[config.mk]
export PLATFORM = sky130hd
export DESIGN_NAME = keyboard_scan_fifo_serial_port_top_flat
export DESIGN_NICKNAME = d
export VERILOG_FILES = /design/src/kbsf_pkg.sv /design/src/kbsf_if.sv /design/src/kbsf_ram.sv /design/src/kbsf_ctrl.sv /design/src/kbsf_dp.sv /design/src/keyboard_scan_fifo_serial_port_top.sv /design/src/flat_wrapper.sv
export SDC_FILE = /design/constraint.sdc
export NUM_CORES = 1
export LEC_CHECK = 0
export BUFFER_PORTS_ARGS = -buffer_cell sky130_fd_sc_hd__buf_4
export CORE_MARGIN = 1
export CORE_UTILIZATION = 50
export DETAILED_ROUTE_END_ITERATION = 10
export PLACE_DENSITY = 0.65
export SETUP_SLACK_MARGIN = 0.2
export SKIP_CTS_REPAIR_TIMING = 1
export SLEW_MARGIN = 0
export SYNTH_ARGS = -nofsm -noshare
export SYNTH_HDL_FRONTEND = slang
export SYNTH_HIERARCHICAL = 1
export SYNTH_SLANG_ARGS = --single-unit
export TNS_END_PERCENT = 30
[constraint.sdc]
create_clock -name clk -period 19.4 [get_ports clk]
set_input_delay 0 -clock clk [delete_from_list [all_inputs] [get_ports clk]]
set_output_delay 0 -clock clk [all_outputs]
set_load 0.01 [all_outputs]
[src/kbsf_pkg.sv]
// ----------------------------------------------------------------------------
// Keyboard scan FIFO package
// Shared types and constants for the keyboard scan FIFO and serial port.
// ----------------------------------------------------------------------------
package kbsf_pkg;

  localparam logic [3:0] PHASE_IDLE = 4'd15;
  localparam logic [3:0] PHASE_COMMIT = 4'd9;
  localparam logic [3:0] PHASE_LAST = 4'd11;
  localparam logic [11:0] EV_MAKE = 12'h800;
  localparam logic [11:0] EV_BREAK = 12'h100;
  localparam logic [3:0] SCROLL_LOCK_MASK = 4'h1;
  localparam logic [3:0] CAPS_LOCK_MASK = 4'h4;
  localparam logic [7:0] CODE_SCROLL = 8'h7E;
  localparam logic [7:0] CODE_CAPS = 8'h58;
  localparam logic [7:0] HOST_BITS = 8'hE0;
  localparam logic [0:0] CFG_DELAY = 1'b0;
  localparam logic [0:0] CFG_PERIOD = 1'b1;
  localparam logic OP_SCAN = 1'b0;
  localparam logic OP_BUS = 1'b1;

  typedef struct packed {
    logic       operation;
    logic [1:0] word_index;
    logic [63:0] key_bits;
    logic [7:0] port_out;
    logic [7:0] port_driven;
  } in_word_t;

  typedef struct packed {
    logic [7:0] bus_data;
    logic [4:0] fifo_level;
    logic       scan_dropped;
  } out_word_t;

  // Controller to datapath commands.
  typedef struct packed {
    logic load;       // capture input item
    logic scan_init;  // begin a scan: drop flag handling, diff setup
    logic scan_step;  // examine one bit of the diff
    logic pop_req;    // read FIFO head for a frame start
    logic bus_exec;   // perform bus access (uses registered FIFO read)
    logic finish;     // form the result word
  } kbsf_cmd_t;

  // Datapath to controller status.
  typedef struct packed {
    logic is_scan;
    logic scan_active;
    logic scan_done;
    logic need_pop;
  } kbsf_sts_t;

  // Pad button index for a key code; 5'h1F means no button.
  function automatic logic [4:0] button_of(input logic [7:0] code);
    logic [4:0] b;
    b = 5'h1F;
    unique case (code)
      8'h89: b = 5'd0;
      8'h8A: b = 5'd1;
      8'h86: b = 5'd2;
      8'h8D: b = 5'd3;
      8'h22: b = 5'd4;
      8'h21: b = 5'd5;
      8'h1A: b = 5'd6;
      8'h76: b = 5'd7;
      8'h23: b = 5'd8;
      8'h1B: b = 5'd9;
      8'h1C: b = 5'd10;
      8'h24: b = 5'd11;
      8'h15: b = 5'd15;
      default: b = 5'h1F;
    endcase
    return b;
  endfunction

  // Button cleared along with a pressed one (opposite direction); 5'h1F none.
  function automatic logic [4:0] other_of(input logic [4:0] b);
    logic [4:0] o;
    unique case (b)
      5'd0: o = 5'd1;
      5'd1: o = 5'd0;
      5'd2: o = 5'd3;
      5'd3: o = 5'd2;
      default: o = 5'h1F;
    endcase
    return o;
  endfunction

endpackage

[src/kbsf_if.sv]
// ----------------------------------------------------------------------------
// Keyboard scan FIFO channel
// Valid/ready channel carrying one word of the given payload type.
// ----------------------------------------------------------------------------
interface kbsf_if #(
  parameter type T = logic
);
  logic valid;
  logic ready;
  T     data;

  modport source (output valid, output data, input ready);
  modport sink (input valid, input data, output ready);
endinterface

[src/kbsf_ram.sv]
// ----------------------------------------------------------------------------
// Generic RAM
// Single write port, single read port with registered read data.
// ----------------------------------------------------------------------------
module kbsf_ram #(
  parameter int WIDTH = 12,
  parameter int DEPTH = 16
) (
  input  logic                     clk,
  input  logic                     we,
  input  logic [$clog2(DEPTH)-1:0] waddr,
  input  logic [WIDTH-1:0]         wdata,
  input  logic [$clog2(DEPTH)-1:0] raddr,
  output logic [WIDTH-1:0]         rdata
);
  logic [WIDTH-1:0] mem [DEPTH];

  always_ff @(posedge clk) begin
    if (we) begin
      mem[waddr] <= wdata;
    end
    rdata <= mem[raddr];
  end
endmodule

[src/kbsf_ctrl.sv]
// ----------------------------------------------------------------------------
// Keyboard scan FIFO controller
// Sequences the load, the bit-serial scan, the FIFO read and the result.
// ----------------------------------------------------------------------------
module kbsf_ctrl
  import kbsf_pkg::*;
(
  input  logic      clk,
  input  logic      rst,
  input  logic      in_valid,
  output logic      in_ready,
  output logic      out_valid,
  input  logic      out_ready,
  input  kbsf_sts_t sts,
  output kbsf_cmd_t cmd
);
  typedef enum logic [2:0] {
    S_IDLE, S_DECODE, S_SCAN, S_READ, S_BUS, S_DONE
  } state_t;

  state_t state;

  assign in_ready = (state == S_IDLE) && (!out_valid || out_ready);

  always_comb begin
    cmd = '0;
    cmd.load = in_valid && in_ready;
    unique case (state)
      S_IDLE:   ;
      S_DECODE: begin
        cmd.scan_init = sts.is_scan;
        cmd.pop_req = !sts.is_scan;
      end
      S_SCAN:   cmd.scan_step = 1'b1;
      S_READ:   cmd.bus_exec = 1'b0;
      S_BUS:    cmd.bus_exec = 1'b1;
      S_DONE:   cmd.finish = 1'b1;
      default:  cmd = '0;
    endcase
  end

  always_ff @(posedge clk) begin
    if (rst) begin
      state <= S_IDLE;
      out_valid <= 1'b0;
    end else begin
      if (out_valid && out_ready) begin
        out_valid <= 1'b0;
      end
      unique case (state)
        S_IDLE:   if (cmd.load) state <= S_DECODE;
        S_DECODE: state <= sts.is_scan ? S_SCAN : S_READ;
        S_SCAN:   if (sts.scan_done) state <= S_DONE;
        S_READ:   state <= S_BUS;
        S_BUS:    state <= S_DONE;
        S_DONE: begin
          state <= S_IDLE;
          out_valid <= 1'b1;
        end
        default:  state <= S_IDLE;
      endcase
    end
  end

  a_done_free: assert property (@(posedge clk) disable iff (rst)
    !(out_valid && state == S_DONE))
    else $error("result pending while another completes");
  a_ready_idle: assert property (@(posedge clk) disable iff (rst)
    in_ready |-> state == S_IDLE)
    else $error("input taken outside idle");
  a_out_hold: assert property (@(posedge clk) disable iff (rst)
    out_valid && !out_ready |=> out_valid)
    else $error("result dropped before it was taken");
endmodule

[src/kbsf_dp.sv]
// ----------------------------------------------------------------------------
// Keyboard scan FIFO datapath
// Key state compare, event FIFO, frame sequencer and port read-back.
// ----------------------------------------------------------------------------
module kbsf_dp
  import kbsf_pkg::*;
#(
  parameter int FIFO_DEPTH = 16
) (
  input  logic       clk,
  input  logic       rst,
  input  logic       cfg_we,
  input  logic [0:0] cfg_index_lo,
  input  logic       cfg_index_hi_zero,
  input  logic [7:0] cfg_data,
  input  in_word_t   in_data,
  input  kbsf_cmd_t  cmd,
  output kbsf_sts_t  sts,
  output out_word_t  out_data
);
  localparam int PW = $clog2(FIFO_DEPTH);
  localparam int CW = $clog2(FIFO_DEPTH + 1);

  in_word_t item;
  logic [7:0] repeat_delay, repeat_period;
  logic [63:0] seen [3];
  logic [63:0] diff;
  logic [63:0] bits_m;
  logic [5:0] bitpos;
  logic scanning;
  logic drop_flag;
  logic [PW-1:0] rd_ptr, wr_ptr;
  logic [CW-1:0] count;
  logic [11:0] fifo_rdata;
  logic fifo_we;
  logic [11:0] fifo_wdata;
  logic [15:0] pad, pad_next;
  logic [3:0] lock, lock_next;
  logic [11:0] pending;
  logic [7:0] rkey, rkey_next, rcount, rcount_next;
  logic [3:0] nib [12];
  logic [3:0] data_nibble;
  logic ack_line;
  logic [3:0] phase;
  logic [7:0] bus_data;
  logic [1:0] grp;

  assign grp = item.word_index;

  kbsf_ram #(.WIDTH(12), .DEPTH(FIFO_DEPTH)) u_fifo (
    .clk(clk), .we(fifo_we), .waddr(wr_ptr), .wdata(fifo_wdata),
    .raddr(rd_ptr), .rdata(fifo_rdata)
  );

  logic cur_diff, cur_new, full;
  assign cur_diff = diff[bitpos];
  assign cur_new = bits_m[bitpos];
  assign full = (count == CW'(FIFO_DEPTH));
  assign fifo_we = cmd.scan_step && scanning && cur_diff && !full;
  assign fifo_wdata = (cur_new ? EV_MAKE : EV_BREAK) | {4'h0, grp, bitpos};

  assign sts.is_scan = (item.operation == OP_SCAN);
  assign sts.scan_active = scanning;
  assign sts.scan_done = !scanning || (bitpos == 6'd0) || (cur_diff && full);
  assign sts.need_pop = (pending[11:8] == 4'h0) && (count != '0);

  // Bus access step: toggle decision and new phase.
  logic toggle, advance;
  logic [3:0] phase_new;
  assign toggle = (item.port_out[5] != ack_line);
  assign advance = (phase == PHASE_IDLE) || (phase < PHASE_LAST);
  assign phase_new = !advance ? phase :
                     (phase == PHASE_IDLE) ? 4'd0 : phase + 4'd1;

  // Frame start computation.
  logic [11:0] pend_fs;
  logic [15:0] padn_fs;
  logic [3:0] lockn_fs;
  logic [7:0] rkeyn_fs, rcountn_fs;
  logic pop_fs;
  always_comb begin
    logic p;
    logic [7:0] code;
    logic [4:0] b, o;
    logic [15:0] v;
    logic [7:0] dec;
    pend_fs = pending;
    padn_fs = pad_next;
    lockn_fs = lock_next;
    rkeyn_fs = rkey_next;
    rcountn_fs = rcount_next;
    pop_fs = 1'b0;
    p = 1'b0;
    code = '0;
    b = '0;
    o = '0;
    v = '0;
    dec = rcount - 8'd1;
    if (pending[11:8] == 4'h0) begin
      if (count != '0) begin
        pop_fs = 1'b1;
        pend_fs = fifo_rdata;
        p = fifo_rdata[11];
        code = fifo_rdata[7:0];
        if (p) begin
          rkeyn_fs = code;
          rcountn_fs = repeat_delay;
        end else if (rkey == code) begin
          rcountn_fs = 8'd0;
        end
        b = button_of(code);
        o = other_of(b);
        if (b != 5'h1F) begin
          v = pad & ~(16'd1 << b[3:0]);
          if (p && o != 5'h1F) v = v & ~(16'd1 << o[3:0]);
          if (p) v = v | (16'd1 << b[3:0]);
          padn_fs = v;
        end else if (code == CODE_SCROLL) begin
          lockn_fs = lock ^ (p ? SCROLL_LOCK_MASK : 4'h0);
        end else if (code == CODE_CAPS) begin
          lockn_fs = lock ^ (p ? CAPS_LOCK_MASK : 4'h0);
        end
      end else if (rcount != 8'd0) begin
        rcountn_fs = dec;
        if (dec == 8'd0) begin
          pend_fs = EV_MAKE | {4'h0, rkey};
          rcountn_fs = repeat_period;
        end
      end
    end
  end

  always_comb begin
    logic [7:0] drv;
    drv = item.port_driven;
    bus_data = (item.port_out & (drv | HOST_BITS)) |
               ({3'b000, ack_line, data_nibble} & ~drv);
  end

  always_ff @(posedge clk) begin
    if (rst) begin
      repeat_delay <= 8'd30;
      repeat_period <= 8'd6;
      for (int g = 0; g < 3; g++) seen[g] <= '0;
      drop_flag <= 1'b0;
      scanning <= 1'b0;
      rd_ptr <= '0;
      wr_ptr <= '0;
      count <= '0;
      pad <= '0;
      pad_next <= '0;
      lock <= '0;
      lock_next <= '0;
      pending <= '0;
      rkey <= '0;
      rkey_next <= '0;
      rcount <= '0;
      rcount_next <= '0;
      for (int i = 0; i < 12; i++) nib[i] <= '0;
      data_nibble <= 4'd1;
      ack_line <= 1'b1;
      phase <= PHASE_IDLE;
      out_data <= '0;
    end else begin
      if (cfg_we && cfg_index_hi_zero) begin
        if (cfg_index_lo == CFG_DELAY) repeat_delay <= cfg_data;
        else repeat_period <= cfg_data;
      end
      if (cmd.load) item <= in_data;
      if (cmd.scan_init) begin
        logic dflag;
        logic [63:0] b;
        dflag = (grp == 2'd0) ? 1'b0 : drop_flag;
        drop_flag <= dflag;
        b = (grp == 2'd2) ? {48'h0, item.key_bits[15:0]} : item.key_bits;
        bits_m <= b;
        scanning <= (grp != 2'd3) && !dflag;
        diff <= (grp == 2'd3) ? '0 : (b ^ seen[grp]);
        bitpos <= 6'd63;
      end
      if (cmd.scan_step) begin
        if (scanning && cur_diff) begin
          if (full) begin
            drop_flag <= 1'b1;
          end else begin
            wr_ptr <= (wr_ptr == PW'(FIFO_DEPTH - 1)) ? '0 : wr_ptr + PW'(1);
            count <= count + CW'(1);
            seen[grp][bitpos] <= cur_new;
          end
        end
        if (sts.scan_done) scanning <= 1'b0;
        bitpos <= bitpos - 6'd1;
      end
      if (cmd.bus_exec) begin
        if (item.port_out[6]) begin
          phase <= PHASE_IDLE;
          ack_line <= 1'b1;
          data_nibble <= 4'd1;
        end else if (toggle) begin
          if (advance) ack_line <= ~ack_line;
          phase <= phase_new;
          if (phase_new == 4'd0) begin
            pending <= pend_fs;
            pad_next <= padn_fs;
            lock_next <= lockn_fs;
            rkey_next <= rkeyn_fs;
            rcount_next <= rcountn_fs;
            if (pop_fs) begin
              rd_ptr <= (rd_ptr == PW'(FIFO_DEPTH - 1)) ? '0 : rd_ptr + PW'(1);
              count <= count - CW'(1);
            end
            nib[0] <= 4'h3;
            nib[1] <= 4'h4;
            nib[2] <= ~padn_fs[3:0];
            nib[3] <= ~padn_fs[7:4];
            nib[4] <= ~padn_fs[11:8];
            nib[5] <= {~padn_fs[15], 3'b000};
            nib[6] <= lockn_fs;
            nib[7] <= pend_fs[11:8] | 4'h6;
            nib[8] <= pend_fs[7:4];
            nib[9] <= pend_fs[3:0];
            nib[10] <= 4'h0;
            nib[11] <= 4'h1;
            data_nibble <= 4'h3;
          end else if (phase_new == PHASE_COMMIT) begin
            pending <= {4'h0, pending[7:0]};
            lock <= lock_next;
            pad <= pad_next;
            rcount <= rcount_next;
            rkey <= rkey_next;
            data_nibble <= nib[phase_new];
          end else begin
            data_nibble <= nib[phase_new];
          end
        end
      end
      if (cmd.finish) begin
        out_data.bus_data <= (item.operation == OP_BUS) ? bus_data : 8'h00;
        out_data.fifo_level <= 5'(count);
        out_data.scan_dropped <= drop_flag;
      end
    end
  end

  a_count_max: assert property (@(posedge clk) disable iff (rst)
    count <= CW'(FIFO_DEPTH))
    else $error("FIFO count overflow");
  a_no_full_write: assert property (@(posedge clk) disable iff (rst)
    !(fifo_we && full))
    else $error("write into full FIFO");
  a_no_overlap: assert property (@(posedge clk) disable iff (rst)
    !(cmd.scan_step && cmd.bus_exec))
    else $error("scan and bus overlap");
endmodule

[src/keyboard_scan_fifo_serial_port_top.sv]
// ----------------------------------------------------------------------------
// Keyboard scan FIFO serial port top
// Channel  | Dir | Payload
// in_ch    | in  | operation, word_index, key_bits, port_out, port_driven
// out_ch   | out | bus_data, fifo_level, scan_dropped
// cfg      | in  | cfg_we, cfg_index, cfg_data (repeat_delay, repeat_period)
// A scan word is examined one key bit per cycle, stopping early
// when the FIFO fills. A bus access passes through the decode, read, bus and
// done states, the read state being spent on the FIFO RAM read.
// Reset is synchronous; no clearing pass is needed.
// A result waits in the output register; the next item is taken once it is
// taken or in the same cycle.
// ----------------------------------------------------------------------------
module keyboard_scan_fifo_serial_port_top
  import kbsf_pkg::*;
#(
  parameter int FIFO_DEPTH = 16
) (
  input  logic       clk,
  input  logic       rst,
  input  logic       cfg_we,
  input  logic [0:0] cfg_index,
  input  logic [7:0] cfg_data,
  kbsf_if.sink       in_ch,
  kbsf_if.source     out_ch
);
  kbsf_cmd_t cmd;
  kbsf_sts_t sts;
  out_word_t res;

  kbsf_ctrl u_ctrl (
    .clk(clk), .rst(rst),
    .in_valid(in_ch.valid), .in_ready(in_ch.ready),
    .out_valid(out_ch.valid), .out_ready(out_ch.ready),
    .sts(sts), .cmd(cmd)
  );

  kbsf_dp #(.FIFO_DEPTH(FIFO_DEPTH)) u_dp (
    .clk(clk), .rst(rst),
    .cfg_we(cfg_we), .cfg_index_lo(cfg_index), .cfg_index_hi_zero(1'b1),
    .cfg_data(cfg_data), .in_data(in_ch.data), .cmd(cmd), .sts(sts),
    .out_data(res)
  );

  assign out_ch.data = res;
endmodule
[src/flat_wrapper.sv]
// flat-port wrapper written by rule: the top's interface ports become plain ports
module keyboard_scan_fifo_serial_port_top_flat import kbsf_pkg::*;
#(
  parameter int FIFO_DEPTH = 16
)
  (clk, rst, cfg_we, cfg_index, cfg_data, in_ch_valid, in_ch_data, in_ch_ready, out_ch_valid, out_ch_data, out_ch_ready);
  kbsf_if in_ch_i ();
  kbsf_if out_ch_i ();
  input  logic clk;
  input  logic rst;
  input  logic cfg_we;
  input  logic [0:0] cfg_index;
  input  logic [7:0] cfg_data;
  input wire logic [$bits(in_ch_i.valid)-1:0] in_ch_valid;
  input wire logic [$bits(in_ch_i.data)-1:0] in_ch_data;
  output wire logic [$bits(in_ch_i.ready)-1:0] in_ch_ready;
  output wire logic [$bits(out_ch_i.valid)-1:0] out_ch_valid;
  output wire logic [$bits(out_ch_i.data)-1:0] out_ch_data;
  input wire logic [$bits(out_ch_i.ready)-1:0] out_ch_ready;
  assign in_ch_i.valid = in_ch_valid;
  assign in_ch_i.data = in_ch_data;
  assign in_ch_ready = in_ch_i.ready;
  assign out_ch_valid = out_ch_i.valid;
  assign out_ch_data = out_ch_i.data;
  assign out_ch_i.ready = out_ch_ready;
  keyboard_scan_fifo_serial_port_top #(.FIFO_DEPTH(FIFO_DEPTH)) u_core (.clk(clk), .rst(rst), .cfg_we(cfg_we), .cfg_index(cfg_index), .cfg_data(cfg_data), .in_ch(in_ch_i), .out_ch(out_ch_i));
endmodule
==> flow_summary.yaml <==
grt:
  grt_start_max_net_pins: 114
  antenna_found_initial: 0
  track_usage: 0.230
  grt_overflow: 0
  grt_pass1_wl_um: 116000
  grt_pass1_vias: 19900
critical_path:
  worstPathArrival_ns: 5.74
  worstSetupPathType: "reg2reg"
  slowest_stage: "edfxtp_1"
  cpPeakStageDelay_ns: 0.85
  worstPathMaxFanout: 37
  required_ns: 19.69
  worst_setup_path_end_kind: "flop"
  cp_common_cell: "buf_4"
  worstPathCellList: "buf_4, nor2b_1, a31oi_1, a41oi_1, a211o_1, or4_4, nand4_1, buf_4, nor3_1"
  worstRegToRegCells: 9
  crit_path_start_kind: "flop"
floorplanning:
  io_pins: 18
  fp.dieW_um: 258
  start_util: 0.507
  fp-row-count: 93
  die_h_um: 258
  die_area_mm2: 0.0667
  core_mm2: 0.0647
detailed_routing:
  wirelength_met1_um: 31200
  met2_wirelength_um: 37100
  drc: 0
  wl_um: 76700
  avgRoutedWirePerCell_um: 22.7
  vias_per_cell: 5.99
  dr_wl_met3_um: 5980
  firstDrtPassIters: 7
  num_vias: 20300
  ant_nets: 0
  topRoutingLayerUsed: "met4"
  drtIter0Drc: 2055
synthesis:
  syn_area_mm2: 0.0328
  syn_avg_cell_area_um2: 13.5
  yosysWarnings: 6
  synthCells: 2431
cells_and_area:
  layout_common_cells: "edfxtp_1, nor2_1, nor3_1"
  diodes: 0
  nets: 2493
  syn2layout_area_growth_pct: 11.7
  drive_gt1_frac: 0.135
  layout.cells.most_common: "edfxtp_1"
timing:
  slew_headroom: 0.0566
  setup_violations: 0
  rsz0062_at_grt: "false"
  period_needed_ns: 5.45
  finalHoldViolCount: 0
  finClkSkew_ns: 0.0266
  post-route-period-util: 0.281
  whs_ns: 0.185
  slew_violations: 0
  fin_setup_tns_ns: 0
  tightest_slew_ns: 1.41
  fmax_mhz: 184
flow_run:
  drv_cap: 0
place:
  routabilityCongestion: 0.835
  post-dp-hpwl_um: 44200
  io_buffers: 16
power_and_ir_drop:
  p_per_area_mw_per_mm2: 104
  p_switching_mw: 0.896
  peakVddDrop_v: 0.0000635
  swShare: 0.235
  seqPwrFrac: 0.493
  intPower_mw: 2.91
  pwr-share-clk: 0.398
  p_leak_nw: 12.2
  p_comb_frac: 0.110
cts:
  htree_num_levels: 3
  clockBufferDepth: 3
  cts.sinks: 742
  insertion_delay_ns: 0.61
  cts_tree: "yes"
  clkSlewWorstSetupHoldPaths_ns: 0.06
  numCtsBuffers: 77
  clock_tree.root_cell: "clkbuf_16"
worst_hold_path:
  min-delay-path-class: "in2reg"
  holdPathStages: 4
status:
  status: "finished clean"
## worst max-delay path: cells and delay by family, from the launching register on
family / cells / cell delay (ns)
buffers and inverters: 2 / 1.14
AOI/OAI and AO/OA: 3 / 0.91
and+or+nand+nor: 4 / 2.17
DFF: 1 / 0.85
## sequential cells by signal, indices dropped and copies added (netlist names), 2 cells and up, named ones only
| name | cells |
|---|---|
| u_core/u_dp/count | 5 |
| u_core/u_dp/bitpos | 6 |
| u_core/u_dp/repeat_period | 8 |
| u_core/u_dp/u_fifo/mem | 192 |
| u_core/u_dp/rcount_next | 8 |
| u_core/u_dp/repeat_delay | 8 |
| u_core/u_dp/phase | 4 |
| u_core/u_dp/diff | 64 |
| u_core/u_dp/rd_ptr | 4 |
| u_core/u_dp/grp | 2 |
| u_core/u_ctrl/state | 3 |
| u_core/u_dp/item | 67 |
| u_core/u_dp/rcount | 8 |
| u_core/u_dp/bits_m | 64 |
| u_core/u_dp/wr_ptr | 4 |
| u_core/u_dp/u_fifo/rdata | 12 |
| u_core/u_dp/rkey | 8 |
| u_core/u_dp/rkey_next | 8 |
| u_core/u_dp/seen | 256 |
| u_core/u_dp/pending | 4 |
## power by group through the flow
stage	sequential [mW]	combinational, mW	clock (mW)
after global placement	1.91	0.401	0
final	1.88	0.417	1.52
after detailed placement	1.91	0.411	0
after CTS	1.88	0.412	1.54
after global routing	1.88	0.451	1.61
after floorplan	1.90	0.312	0
## metrics by stage
step	area [um2]	total power, mW	worst slack (ns)	std cells	util
2_1_floorplan	33200	2.21	12.28	2534	-
3_3_place_gp	33800	2.31	14.19	3221	0.523
3_5_place_dp	33800	2.32	14.07	3221	0.523
4_1_cts	36400	3.83	14.05	3361	0.563
5_1_grt	36700	3.94	13.62	3385	0.567
6_report	36700	3.81	13.95	3385	0.567
## worst paths after layout
path	endpoint	startpoint	slack, ns
worst max register to register	u_core/u_dp/seen[3][4]	u_core/u_dp/bitpos[0]	13.95
worst min-delay path	u_core/u_dp/repeat_delay[2]	cfg_data[2]	0.18
worst min register to register	u_core/u_dp/rkey_next[3]	u_core/u_dp/rkey_next[3]	0.45
worst max-delay path	u_core/u_dp/seen[3][4]	u_core/u_dp/bitpos[0]	13.95
## final cells by class
cell class / instances / area (um2)
Clock buffer: 97 / 2100
Clock inverter: 43 / 512
Fill cell: 5194 / 28000
Inverter: 17 / 66.3
Multi-Input combinational cell: 1536 / 10800
Sequential cell: 742 / 21400
Tap cell: 855 / 1070
Timing Repair Buffer: 95 / 777
## routing by layer
| layer | GRT usage | vias up |
|---|---|---|
| met1 | 0.305 | 10200 |
| met3 | 0.0447 | 152 |
| li1 | - | 9145 |
| met2 | 0.377 | 775 |
| met4 | 0.0901 | 0 |
| met5 | 0 | - |
Power figures use the tool's default switching activity.
